===== src/hw/rtl/nsfb_pkg.sv =====
// Package with the shared types and constants of the scaled blit address generator.
package nsfb_pkg;

  localparam int MAX_DIM = 4096;
  localparam int DIM_W   = $clog2(MAX_DIM + 1);
  localparam int POS_W   = $clog2(MAX_DIM);
  localparam int EDGE_W  = 14;
  localparam int CFG_AW  = 3;
  localparam int CFG_DW  = 14;
  localparam int N_CELLS = POS_W;

  localparam logic [CFG_AW-1:0] REG_DEST_WIDTH    = 3'd0;
  localparam logic [CFG_AW-1:0] REG_DEST_HEIGHT   = 3'd1;
  localparam logic [CFG_AW-1:0] REG_SOURCE_WIDTH  = 3'd2;
  localparam logic [CFG_AW-1:0] REG_SOURCE_HEIGHT = 3'd3;
  localparam logic [CFG_AW-1:0] REG_RECT_LEFT     = 3'd4;
  localparam logic [CFG_AW-1:0] REG_RECT_BOTTOM   = 3'd5;
  localparam logic [CFG_AW-1:0] REG_RECT_WIDTH    = 3'd6;
  localparam logic [CFG_AW-1:0] REG_RECT_HEIGHT   = 3'd7;

  localparam logic [DIM_W-1:0] DIM_LIMIT = DIM_W'(MAX_DIM);

  typedef struct packed {
    logic [POS_W-1:0] col;
    logic [POS_W-1:0] row;
  } in_item_t;

  typedef struct packed {
    logic             write;
    logic [POS_W-1:0] src_col;
    logic [POS_W-1:0] src_row;
    logic [POS_W-1:0] dst_col;
    logic [POS_W-1:0] dst_row;
  } out_item_t;

  typedef struct packed {
    logic [DIM_W-1:0]         dest_width;
    logic [DIM_W-1:0]         dest_height;
    logic [DIM_W-1:0]         source_width;
    logic [DIM_W-1:0]         source_height;
    logic signed [EDGE_W-1:0] rect_left;
    logic signed [EDGE_W-1:0] rect_bottom;
    logic [DIM_W-1:0]         rect_width;
    logic [DIM_W-1:0]         rect_height;
  } cfg_t;

  typedef struct packed {
    logic [DIM_W-1:0] rem_x;
    logic [POS_W-1:0] low_x;
    logic [POS_W-1:0] quo_x;
    logic [DIM_W-1:0] rem_y;
    logic [POS_W-1:0] low_y;
    logic [POS_W-1:0] quo_y;
    logic             pass;
    logic [POS_W-1:0] dst_col;
    logic [POS_W-1:0] dst_row;
  } cell_t;

  function automatic logic [DIM_W-1:0] sat_dim(input logic [CFG_DW-1:0] v);
    logic [DIM_W-1:0] d;
    d = v[DIM_W-1:0];
    return (d > DIM_LIMIT) ? DIM_LIMIT : d;
  endfunction

endpackage


===== src/hw/rtl/nearest_scaled_flipped_blit.sv =====
// Top level of the nearest-neighbor scaled, flipped blit address generator.
// Pipeline: each item is registered through a front stage, 12 division cells and an
// output stage.
// Throughput: one item per cycle; busy is always low and results cannot be stalled.
// Reset: synchronous active-low reset clears all valid bits and loads the
// register reset values; items in flight are dropped.
module nearest_scaled_flipped_blit (
  input  logic                        clk,
  input  logic                        rst_n,
  input  logic                        start,
  output logic                        busy,
  input  nsfb_pkg::in_item_t          in_data,
  output logic                        out_valid,
  output nsfb_pkg::out_item_t         out_data,
  input  logic                        cfg_we,
  input  logic [nsfb_pkg::CFG_AW-1:0] cfg_addr,
  input  logic [nsfb_pkg::CFG_DW-1:0] cfg_wdata
);
  import nsfb_pkg::*;

  localparam int PROD_W = POS_W + DIM_W;
  localparam int SPAN_W = EDGE_W + 1;

  cfg_t cfg;

  logic                    front_valid_r;
  cell_t                   front_r;
  cell_t                   front_nxt;
  logic [PROD_W-1:0]       prod_x;
  logic [PROD_W-1:0]       prod_y;
  logic signed [SPAN_W-1:0] dx;
  logic signed [SPAN_W-1:0] dy;
  logic                    in_rect;
  logic                    dst_ok;

  logic                    chain_valid [0:N_CELLS];
  cell_t                   chain       [0:N_CELLS];

  logic                    out_valid_r;
  out_item_t               out_data_r;
  out_item_t               out_nxt;
  cell_t                   last;
  logic                    src_ok;
  logic [DIM_W-1:0]        sy;

  nsfb_cfg u_cfg (
    .clk       (clk),
    .rst_n     (rst_n),
    .cfg_we    (cfg_we),
    .cfg_addr  (cfg_addr),
    .cfg_wdata (cfg_wdata),
    .cfg       (cfg)
  );

  assign busy = 1'b0;

  always_comb begin
    prod_x  = PROD_W'(in_data.col) * PROD_W'(cfg.source_width);
    prod_y  = PROD_W'(in_data.row) * PROD_W'(cfg.source_height);
    in_rect = ({1'b0, in_data.col} < cfg.rect_width) &&
              ({1'b0, in_data.row} < cfg.rect_height);
    dx = SPAN_W'(cfg.rect_left) + $signed({{(SPAN_W-POS_W){1'b0}}, in_data.col});
    dy = $signed({{(SPAN_W-DIM_W){1'b0}}, cfg.dest_height}) - SPAN_W'(1)
         - SPAN_W'(cfg.rect_bottom) - $signed({{(SPAN_W-POS_W){1'b0}}, in_data.row});
    dst_ok = !dx[SPAN_W-1] && (dx[SPAN_W-2:0] < {1'b0, cfg.dest_width}) &&
             !dy[SPAN_W-1] && (dy[SPAN_W-2:0] < {1'b0, cfg.dest_height});

    front_nxt.rem_x   = prod_x[PROD_W-1:POS_W];
    front_nxt.low_x   = prod_x[POS_W-1:0];
    front_nxt.quo_x   = '0;
    front_nxt.rem_y   = prod_y[PROD_W-1:POS_W];
    front_nxt.low_y   = prod_y[POS_W-1:0];
    front_nxt.quo_y   = '0;
    front_nxt.pass    = in_rect && dst_ok;
    front_nxt.dst_col = dx[POS_W-1:0];
    front_nxt.dst_row = dy[POS_W-1:0];
  end

  always_ff @(posedge clk) begin
    if (!rst_n) begin
      front_valid_r <= 1'b0;
    end else begin
      front_valid_r <= start && !busy;
    end
  end

  always_ff @(posedge clk) begin
    front_r <= front_nxt;
  end

  assign chain_valid[0] = front_valid_r;
  assign chain[0]       = front_r;

  for (genvar i = 0; i < N_CELLS; i++) begin : g_cell
    nsfb_cell u_cell (
      .clk       (clk),
      .rst_n     (rst_n),
      .div_x     (cfg.rect_width),
      .div_y     (cfg.rect_height),
      .valid_in  (chain_valid[i]),
      .cell_in   (chain[i]),
      .valid_out (chain_valid[i+1]),
      .cell_out  (chain[i+1])
    );
  end

  always_comb begin
    last   = chain[N_CELLS];
    src_ok = ({1'b0, last.quo_x} < cfg.source_width) &&
             ({1'b0, last.quo_y} < cfg.source_height);
    sy     = cfg.source_height - DIM_W'(1) - {1'b0, last.quo_y};
    out_nxt = '0;
    if (last.pass && src_ok) begin
      out_nxt.write   = 1'b1;
      out_nxt.src_col = last.quo_x;
      out_nxt.src_row = sy[POS_W-1:0];
      out_nxt.dst_col = last.dst_col;
      out_nxt.dst_row = last.dst_row;
    end
  end

  always_ff @(posedge clk) begin
    if (!rst_n) begin
      out_valid_r <= 1'b0;
    end else begin
      out_valid_r <= chain_valid[N_CELLS];
    end
  end

  always_ff @(posedge clk) begin
    out_data_r <= out_nxt;
  end

  assign out_valid = out_valid_r;
  assign out_data  = out_data_r;

endmodule


===== src/hw/rtl/nsfb_cfg.sv =====
// Configuration register file of the scaled blit address generator.
module nsfb_cfg (
  input  logic                        clk,
  input  logic                        rst_n,
  input  logic                        cfg_we,
  input  logic [nsfb_pkg::CFG_AW-1:0] cfg_addr,
  input  logic [nsfb_pkg::CFG_DW-1:0] cfg_wdata,
  output nsfb_pkg::cfg_t              cfg
);
  import nsfb_pkg::*;

  cfg_t cfg_r;
  cfg_t cfg_nxt;

  always_comb begin
    cfg_nxt = cfg_r;
    if (cfg_we) begin
      unique case (cfg_addr)
        REG_DEST_WIDTH:    cfg_nxt.dest_width    = sat_dim(cfg_wdata);
        REG_DEST_HEIGHT:   cfg_nxt.dest_height   = sat_dim(cfg_wdata);
        REG_SOURCE_WIDTH:  cfg_nxt.source_width  = sat_dim(cfg_wdata);
        REG_SOURCE_HEIGHT: cfg_nxt.source_height = sat_dim(cfg_wdata);
        REG_RECT_LEFT:     cfg_nxt.rect_left     = $signed(cfg_wdata[EDGE_W-1:0]);
        REG_RECT_BOTTOM:   cfg_nxt.rect_bottom   = $signed(cfg_wdata[EDGE_W-1:0]);
        REG_RECT_WIDTH:    cfg_nxt.rect_width    = cfg_wdata[DIM_W-1:0];
        REG_RECT_HEIGHT:   cfg_nxt.rect_height   = cfg_wdata[DIM_W-1:0];
        default:           cfg_nxt = cfg_r;
      endcase
    end
  end

  always_ff @(posedge clk) begin
    if (!rst_n) begin
      cfg_r <= '0;
      cfg_r.rect_width  <= DIM_W'(1);
      cfg_r.rect_height <= DIM_W'(1);
    end else begin
      cfg_r <= cfg_nxt;
    end
  end

  assign cfg = cfg_r;

endmodule


===== src/hw/rtl/nsfb_cell.sv =====
// One restoring division step for the column and row quotients, with item sideband.
module nsfb_cell (
  input  logic                       clk,
  input  logic                       rst_n,
  input  logic [nsfb_pkg::DIM_W-1:0] div_x,
  input  logic [nsfb_pkg::DIM_W-1:0] div_y,
  input  logic                       valid_in,
  input  nsfb_pkg::cell_t            cell_in,
  output logic                       valid_out,
  output nsfb_pkg::cell_t            cell_out
);
  import nsfb_pkg::*;

  logic             valid_r;
  cell_t            cell_r;
  cell_t            cell_nxt;
  logic [DIM_W:0]   trial_x;
  logic [DIM_W:0]   trial_y;
  logic [DIM_W:0]   diff_x;
  logic [DIM_W:0]   diff_y;
  logic             take_x;
  logic             take_y;

  always_comb begin
    trial_x = {cell_in.rem_x, cell_in.low_x[POS_W-1]};
    trial_y = {cell_in.rem_y, cell_in.low_y[POS_W-1]};
    diff_x  = trial_x - {1'b0, div_x};
    diff_y  = trial_y - {1'b0, div_y};
    take_x  = trial_x >= {1'b0, div_x};
    take_y  = trial_y >= {1'b0, div_y};

    cell_nxt       = cell_in;
    cell_nxt.rem_x = take_x ? diff_x[DIM_W-1:0] : trial_x[DIM_W-1:0];
    cell_nxt.rem_y = take_y ? diff_y[DIM_W-1:0] : trial_y[DIM_W-1:0];
    cell_nxt.low_x = {cell_in.low_x[POS_W-2:0], 1'b0};
    cell_nxt.low_y = {cell_in.low_y[POS_W-2:0], 1'b0};
    cell_nxt.quo_x = {cell_in.quo_x[POS_W-2:0], take_x};
    cell_nxt.quo_y = {cell_in.quo_y[POS_W-2:0], take_y};
  end

  always_ff @(posedge clk) begin
    if (!rst_n) begin
      valid_r <= 1'b0;
    end else begin
      valid_r <= valid_in;
    end
  end

  always_ff @(posedge clk) begin
    cell_r <= cell_nxt;
  end

  assign valid_out = valid_r;
  assign cell_out  = cell_r;

endmodule

===== config.mk =====
export PLATFORM = sky130hd
export DESIGN_NAME = nearest_scaled_flipped_blit
export DESIGN_NICKNAME = d
export VERILOG_FILES = /design/src/hw/rtl/nsfb_pkg.sv /design/src/hw/rtl/nearest_scaled_flipped_blit.sv /design/src/hw/rtl/nsfb_cfg.sv /design/src/hw/rtl/nsfb_cell.sv
export SDC_FILE = /design/constraint.sdc
export NUM_CORES = 2
export LEC_CHECK = 0
export BUFFER_PORTS_ARGS = -buffer_cell sky130_fd_sc_hd__buf_2
export CORE_MARGIN = 1
export CORE_UTILIZATION = 44
export CTS_BUF_LIST = sky130_fd_sc_hd__clkbuf_8
export CTS_CLUSTER_SIZE = 25
export DETAILED_ROUTE_END_ITERATION = 8
export PLACE_DENSITY_LB_ADDON = 0.1
export SETUP_SLACK_MARGIN = 0.5
export SKIP_CTS_REPAIR_TIMING = 1
export SYNTH_ARGS = -nofsm -noshare
export SYNTH_HDL_FRONTEND = slang
export SYNTH_SLANG_ARGS = --single-unit

===== constraint.sdc =====
create_clock -name clk -period 6.5 [get_ports clk]
set_input_delay 0.975 -clock clk [delete_from_list [all_inputs] [get_ports clk]]
set_output_delay 0.975 -clock clk [all_outputs]
set_load 0.02 [all_outputs]

# ---- After elaboration in Yosys (flattened, before gate mapping)
# Cells that the tools add are included.
dict set report classes {
  magnitude_cmp 31
  reduce_logical 18
  muxes 24
  n_mul 2
  n_eq_ne 7
  addsub 28
}
# op n
set ops {}
lappend ops {{greater-or-equal comparator 14 x 13 -> 1 bit} 24}
lappend ops {{2-to-1 mux 13 bit} 23}
lappend ops {{subtractor 13 bit} 22}
lappend ops {{less-than comparator 12 x 13 -> 1 bit} 4}
lappend ops {{multiplier 12 x 13 -> 25 bit} 2}
lappend ops {{2-to-1 mux 49 bit} 1}
lappend ops {{less-than comparator 14 x 13 -> 1 bit} 2}
lappend ops {{AND reduction 2 bit} 8}
lappend ops {{adder 14 x 13 -> 15 bit} 1}
lappend ops {{subtractor 14 x 14 -> 15 bit} 1}
lappend ops {{subtractor 15 x 13 -> 15 bit} 1}
lappend ops {{subtractor 13 x 1 -> 14 bit (second input constant)} 1}
lappend ops {{greater-than comparator 13 bit (second input constant)} 1}
lappend ops {{equality test 3 bit (second input constant)} 4}
lappend ops {{subtractor 12 x 1 -> 12 bit (second input constant)} 1}
lappend ops {{subtractor 12 bit} 1}
lappend ops {{logical AND 1 bit} 7}
lappend ops {{equality test 3 x 2 -> 1 bit (second input constant)} 2}
lappend ops {{equality test 3 x 1 -> 1 bit (second input constant)} 1}
lappend ops {{logical NOT 3 bit} 1}
lappend ops {{logical NOT 1 bit} 2}
dict set report totals {
  ff_bits 1118
  input_bits 45
  wordCells 248
  output_inout_bits 51
}

# ---- Depth between registers and ports, before layout
dict set report logic_depth {
  depth_word 7
  depth_mapped 21
  mapped_depth_nobuf 21
}

# ---- Modules after synthesis
# A second synthesis with hierarchy kept.
dict set report hier_totals {
  hier_cells 6368
  hier_area_um2 64703.3
}
# mod seq_area_each_um2 area_per_inst_um2 instances cells_each
set modules_own_cells {}
lappend modules_own_cells {{nsfb_cell at g_cell[0].u_cell ...} 1961.9 3614.7 7 321}
lappend modules_own_cells {nearest_scaled_flipped_blit 2522.4 16813.6 1 1927}
lappend modules_own_cells {{nsfb_cell at g_cell[6].u_cell ...} 1961.9 3691.0 4 365}
lappend modules_own_cells {nsfb_cfg 2122.0 3976.3 1 385}
lappend modules_own_cells {{nsfb_cell at g_cell[5].u_cell} 1961.9 3846.2 1 349}

# ---- Least setup slack after synthesis
# Ideal clock, no wire load.
dict set report synth_timing {
  path_kind {input -> register}
  from {in in_data[23] in the netlist's numbering}
  to {reg front_r (netlist bit chain[1286])}
  t_required_ns 6.438
  setup_slack_ns 0.505
  stages 20
  setup_ns 0.062
  n_path_buf 1
  arrival_time_ns 5.933
  path_cell_list {clkbuf_1 > and2_1 > fa_1 > inv_1 > fa_1 > inv_1 > fa_1 > fa_1 > inv_1 > fa_1 > inv_1 > ha_1 > a21oi_1 > o21bai_1 > a21o_1 > or3_1 > nor3_1 > nor3_1 > or3_1 > nand3_1}
}
# element line
set synth_rtl {}
lappend synth_rtl {{start: declaration} nearest_scaled_flipped_blit.sv:12} ;# input nsfb_pkg::in_item_t in_data,
lappend synth_rtl {{end signal: assignment} nearest_scaled_flipped_blit.sv:88} ;# front_r <= front_nxt;
lappend synth_rtl {{end: declaration} nearest_scaled_flipped_blit.sv:27} ;# cell_t front_r;

==> impl_metrics.tcl <==
set metrics [dict create \
    outcome "completed" \
    cp_common_cell "inv_1" \
    ant_nets 0 \
    hp-start "g_cell[2].u_cell.cell_out[82]" \
    use_met1 0.2677 \
    critPathMaxStageDelay_ps 690 \
    rsz0062_at_grt "false" \
    maxCapViolCount 0 \
    std_cell_rows 129 \
    clock_sinks 1118 \
    syn_inst 5407 \
    syn-num-nets 6256 \
    clk_latency_ps 880 \
    cts_buffers 183 \
    whs_endpoint "g_cell[3].u_cell.cell_out[83]" \
    worstSetupStartpointType "flop" \
    critPathMaxFanout 9 \
    grt_pass1_vias 37370 \
    drt_first_iter_violations 1830 \
    cts-root-buf "clkbuf_8" \
    setup_violations 0 \
    grtUsageMet3 0.03944 \
    relSlewSlack 0.1659 \
    hold_viol_final 0 \
    gr-total-overflow 0 \
    critPathKind "flop to flop" \
    gp_congestion 0.8688 \
    ys_seq_elements 1118 \
    fp.dieH_um 357.0 \
    crit_family "adder cells" \
    area_growth_pct 11.48 \
    drive_above_1_share 0.1366 \
    gr-usage-met2 0.3417 \
    layout_setup_ws_ps 803.0 \
    vias 37210 \
    syn_area_um2 55450 \
    min_period_ps 5697 \
    total_leakage_power_nw 27.49 \
    dpl.hpwl_um 97250 \
    wl_per_cell_um 17.55 \
    dp_worst_setup_slack_ps 276.4 \
    synth-async-reset-ratio 0 \
    grt-busiest-layer "met2" \
    clk_pin_slew_ps 60 \
    clock_skew_ps 41.92 \
    vdd_drop_max_mv 0.3920 \
    synth-edff-count 0 \
    grt_max_degree 107 \
    end_kind "flop" \
    postSynthAreaPerCell_um2 10.25 \
    grt_usage 0.2056 \
    cts_max_level 4 \
    clock_path_buffers 3 \
    die_width_um 357.0 \
    io_pins 96 \
    worst_pin_slew_ps 1249 \
    setup.worst_path.start "u_cfg.cfg[55]" \
    yosys_warnings 0 \
    drc 0 \
    start_util 0.4461 \
    synth_cell_types 66 \
    fmax_ghz 0.1755 \
    hp-class "flop to flop" \
    yosysSeqAreaShare 0.4037 \
    finalNetCount 6472 \
    r2r_cells 20 \
    r2r-start "u_cfg.cfg[55]" \
    worstPathRequired_ps 7220 \
    synthFlopType "dfxtp_1" \
    die_area_um2 127400 \
    finalCritPeriodShare 0.8765 \
    core_um2 124300 \
    report.final.slew_viol_count 0 \
    worst_path_max_delay_cell "dfxtp_1" \
    r2r-end "chain[1247]" \
    vias_per_cell 5.027 \
    tritoncts "built" \
    antenna_found_initial 17 \
    min_path_cells 0 \
    cp_num_buf_inv 6 \
    grt_first_pass_wirelength_um 205400 \
    powerDensity_nw_per_um2 449.9 \
    tns_ps 0 \
    port-buffer-count 94 \
    first_pass_iters 5 \
    crit_chain "inv_1, nor2_1, ha_1, inv_1, fa_1, inv_1, ha_1, fa_1, inv_1, fa_1, inv_1, ha_1, a21oi_1, inv_1, o21ai_0, a31oi_1, a21o_1, a41oi_1, a21oi_1, xor2_1" \
    reg2reg_slack_ps 800 \
    crit_arrival_ps 6420 \
    drt_wl_total_um 129900 \
]
-- logic make-up (layout without fill, tap and decap cells) --
family / after synthesis / after routing / synth area share
buffers and inverters: 667 / 1022 / 0.04739
DFF: 1118 / 1118 / 0.4037
muxes: 288 / 288 / 0.05745
AOI/OAI and AO/OA: 851 / 851 / 0.1100
other: 1 / 4 / 0.00006763
xor gates and xnor gates: 302 / 302 / 0.04770
adders and majority gates: 804 / 804 / 0.2161
and+or+nand+nor: 1376 / 1376 / 0.1177
-- worst reg2reg max path, delay by kind of cell (launching register included) --
kind / cells / cell delay, ps
xor+xnor: 1 / 160
simple gates: 1 / 230
fa+ha+maj: 6 / 2470
compound gates: 6 / 1370
buf+inv: 6 / 610
flops: 1 / 690
-- how the worst max path moves through the flow --
stage	end	slack, ps	cells past startpoint
after detailed placement	chain[1248]	280	21
after global routing	chain[1247]	500	20
final	chain[1247]	800	20
after CTS	chain[1247]	750	20
after global placement	chain[1248]	290	21
after floorplan	chain[1286]	500	20
-- flip-flops by register name, summed over array words and instances, names as in the netlist --
signal                   count
chain                       75
u_cfg.cfg                  106
front_valid_r                1
g_cell.u_cell.valid_out     12
g_cell.u_cell.cell_out     874
out_data                    49
out_valid                    1
-- layer usage --
metal / part of all wire / wire (um)
met1: 0.46 / 59710
met2: 0.47 / 60870
met3: 0.046 / 5923
met4: 0.025 / 3260
met5: 0.00091 / 118
-- cell usage after synthesis (29+ instances only) --
| master | number | area, um^2 |
|---|---|---|
| dfxtp_1 | 1118 | 22380 |
| inv_1 | 550 | 2064 |
| ha_1 | 548 | 6857 |
| nand2_1 | 526 | 1974 |
| nor2_1 | 269 | 1010 |
| fa_1 | 256 | 5125 |
| mux2_2 | 239 | 2691 |
| xnor2_1 | 232 | 2032 |
| a21oi_1 | 206 | 1031 |
| a21o_1 | 156 | 1171 |
| nor3_1 | 122 | 610.6 |
| a21boi_0 | 106 | 795.8 |
| and2_1 | 99 | 619.3 |
| clkbuf_1 | 90 | 337.8 |
| o21ai_0 | 85 | 425.4 |
| nand4_1 | 74 | 462.9 |
| xor2_1 | 70 | 613.1 |
| nor2b_1 | 66 | 412.9 |
| mux2i_1 | 46 | 460.4 |
| a211oi_2 | 42 | 525.5 |
| nor3b_1 | 38 | 285.3 |
| o21ai_1 | 36 | 180.2 |
| or2_2 | 34 | 212.7 |
| o21a_1 | 33 | 247.7 |
| nor4_1 | 29 | 181.4 |
| o21bai_1 | 29 | 217.7 |
-- cell usage in the layout (no fill, tap or decap), drive strengths merged, types with 7 or more instances in the layout --
cell    count
mux2      242
mux2i      46
o21bai     29
buf       148
xnor2     232
or4        15
nor2b      66
and2       99
nor3b      38
nor4       29
dfxtp    1118
a211oi     54
nand2b     25
a21o      156
o211ai     28
a21oi     208
o41ai      16
clkinv     23
or3        17
and2b       9
nor3      122
nor2      269
inv       611
and3       19
nand4      74
o21ai     135
nand3      28
fa        256
xor2       70
a31o       16
ha        548
a21boi    122
a31oi      19
clkbuf    228
or2        34
o21a       33
nand2     526
bufinv      9
a41oi       7
-- per-stage QoR --
stage	util	total power, mW	instances	hold WS [ps]	area [um^2]
3_5_place_dp	0.4654	21.52	7075	312.1	57840
6_report	0.4973	27.81	7402	298.3	61810
3_3_place_gp	0.4654	21.47	7075	309.6	57840
4_1_cts	0.4973	28.18	7399	199.2	61800
2_1_floorplan	-	19.28	5407	309.6	55450
5_1_grt	0.4973	29.94	7401	233.9	61810
-- power by group --
part	leakage [nW]	total, mW	internal, mW	switching (mW)
Clock	2.23	6.43	3.57	2.86
Combinational	16.0	11.7	5.93	5.77
Sequential	9.29	9.68	8.87	0.811
-- area by class of cell --
type	instances	area, um^2
inverter	550	2064
fill	11630	62470
timing repair buffer	148	875.8
clock buffer	228	3138
clock inverter	96	823.3
antenna	3	7.507
sequential	1118	22380
multi-input combinational	3622	30470
tap	1637	2048
Note: power is estimated with default switching activity, not from simulation.
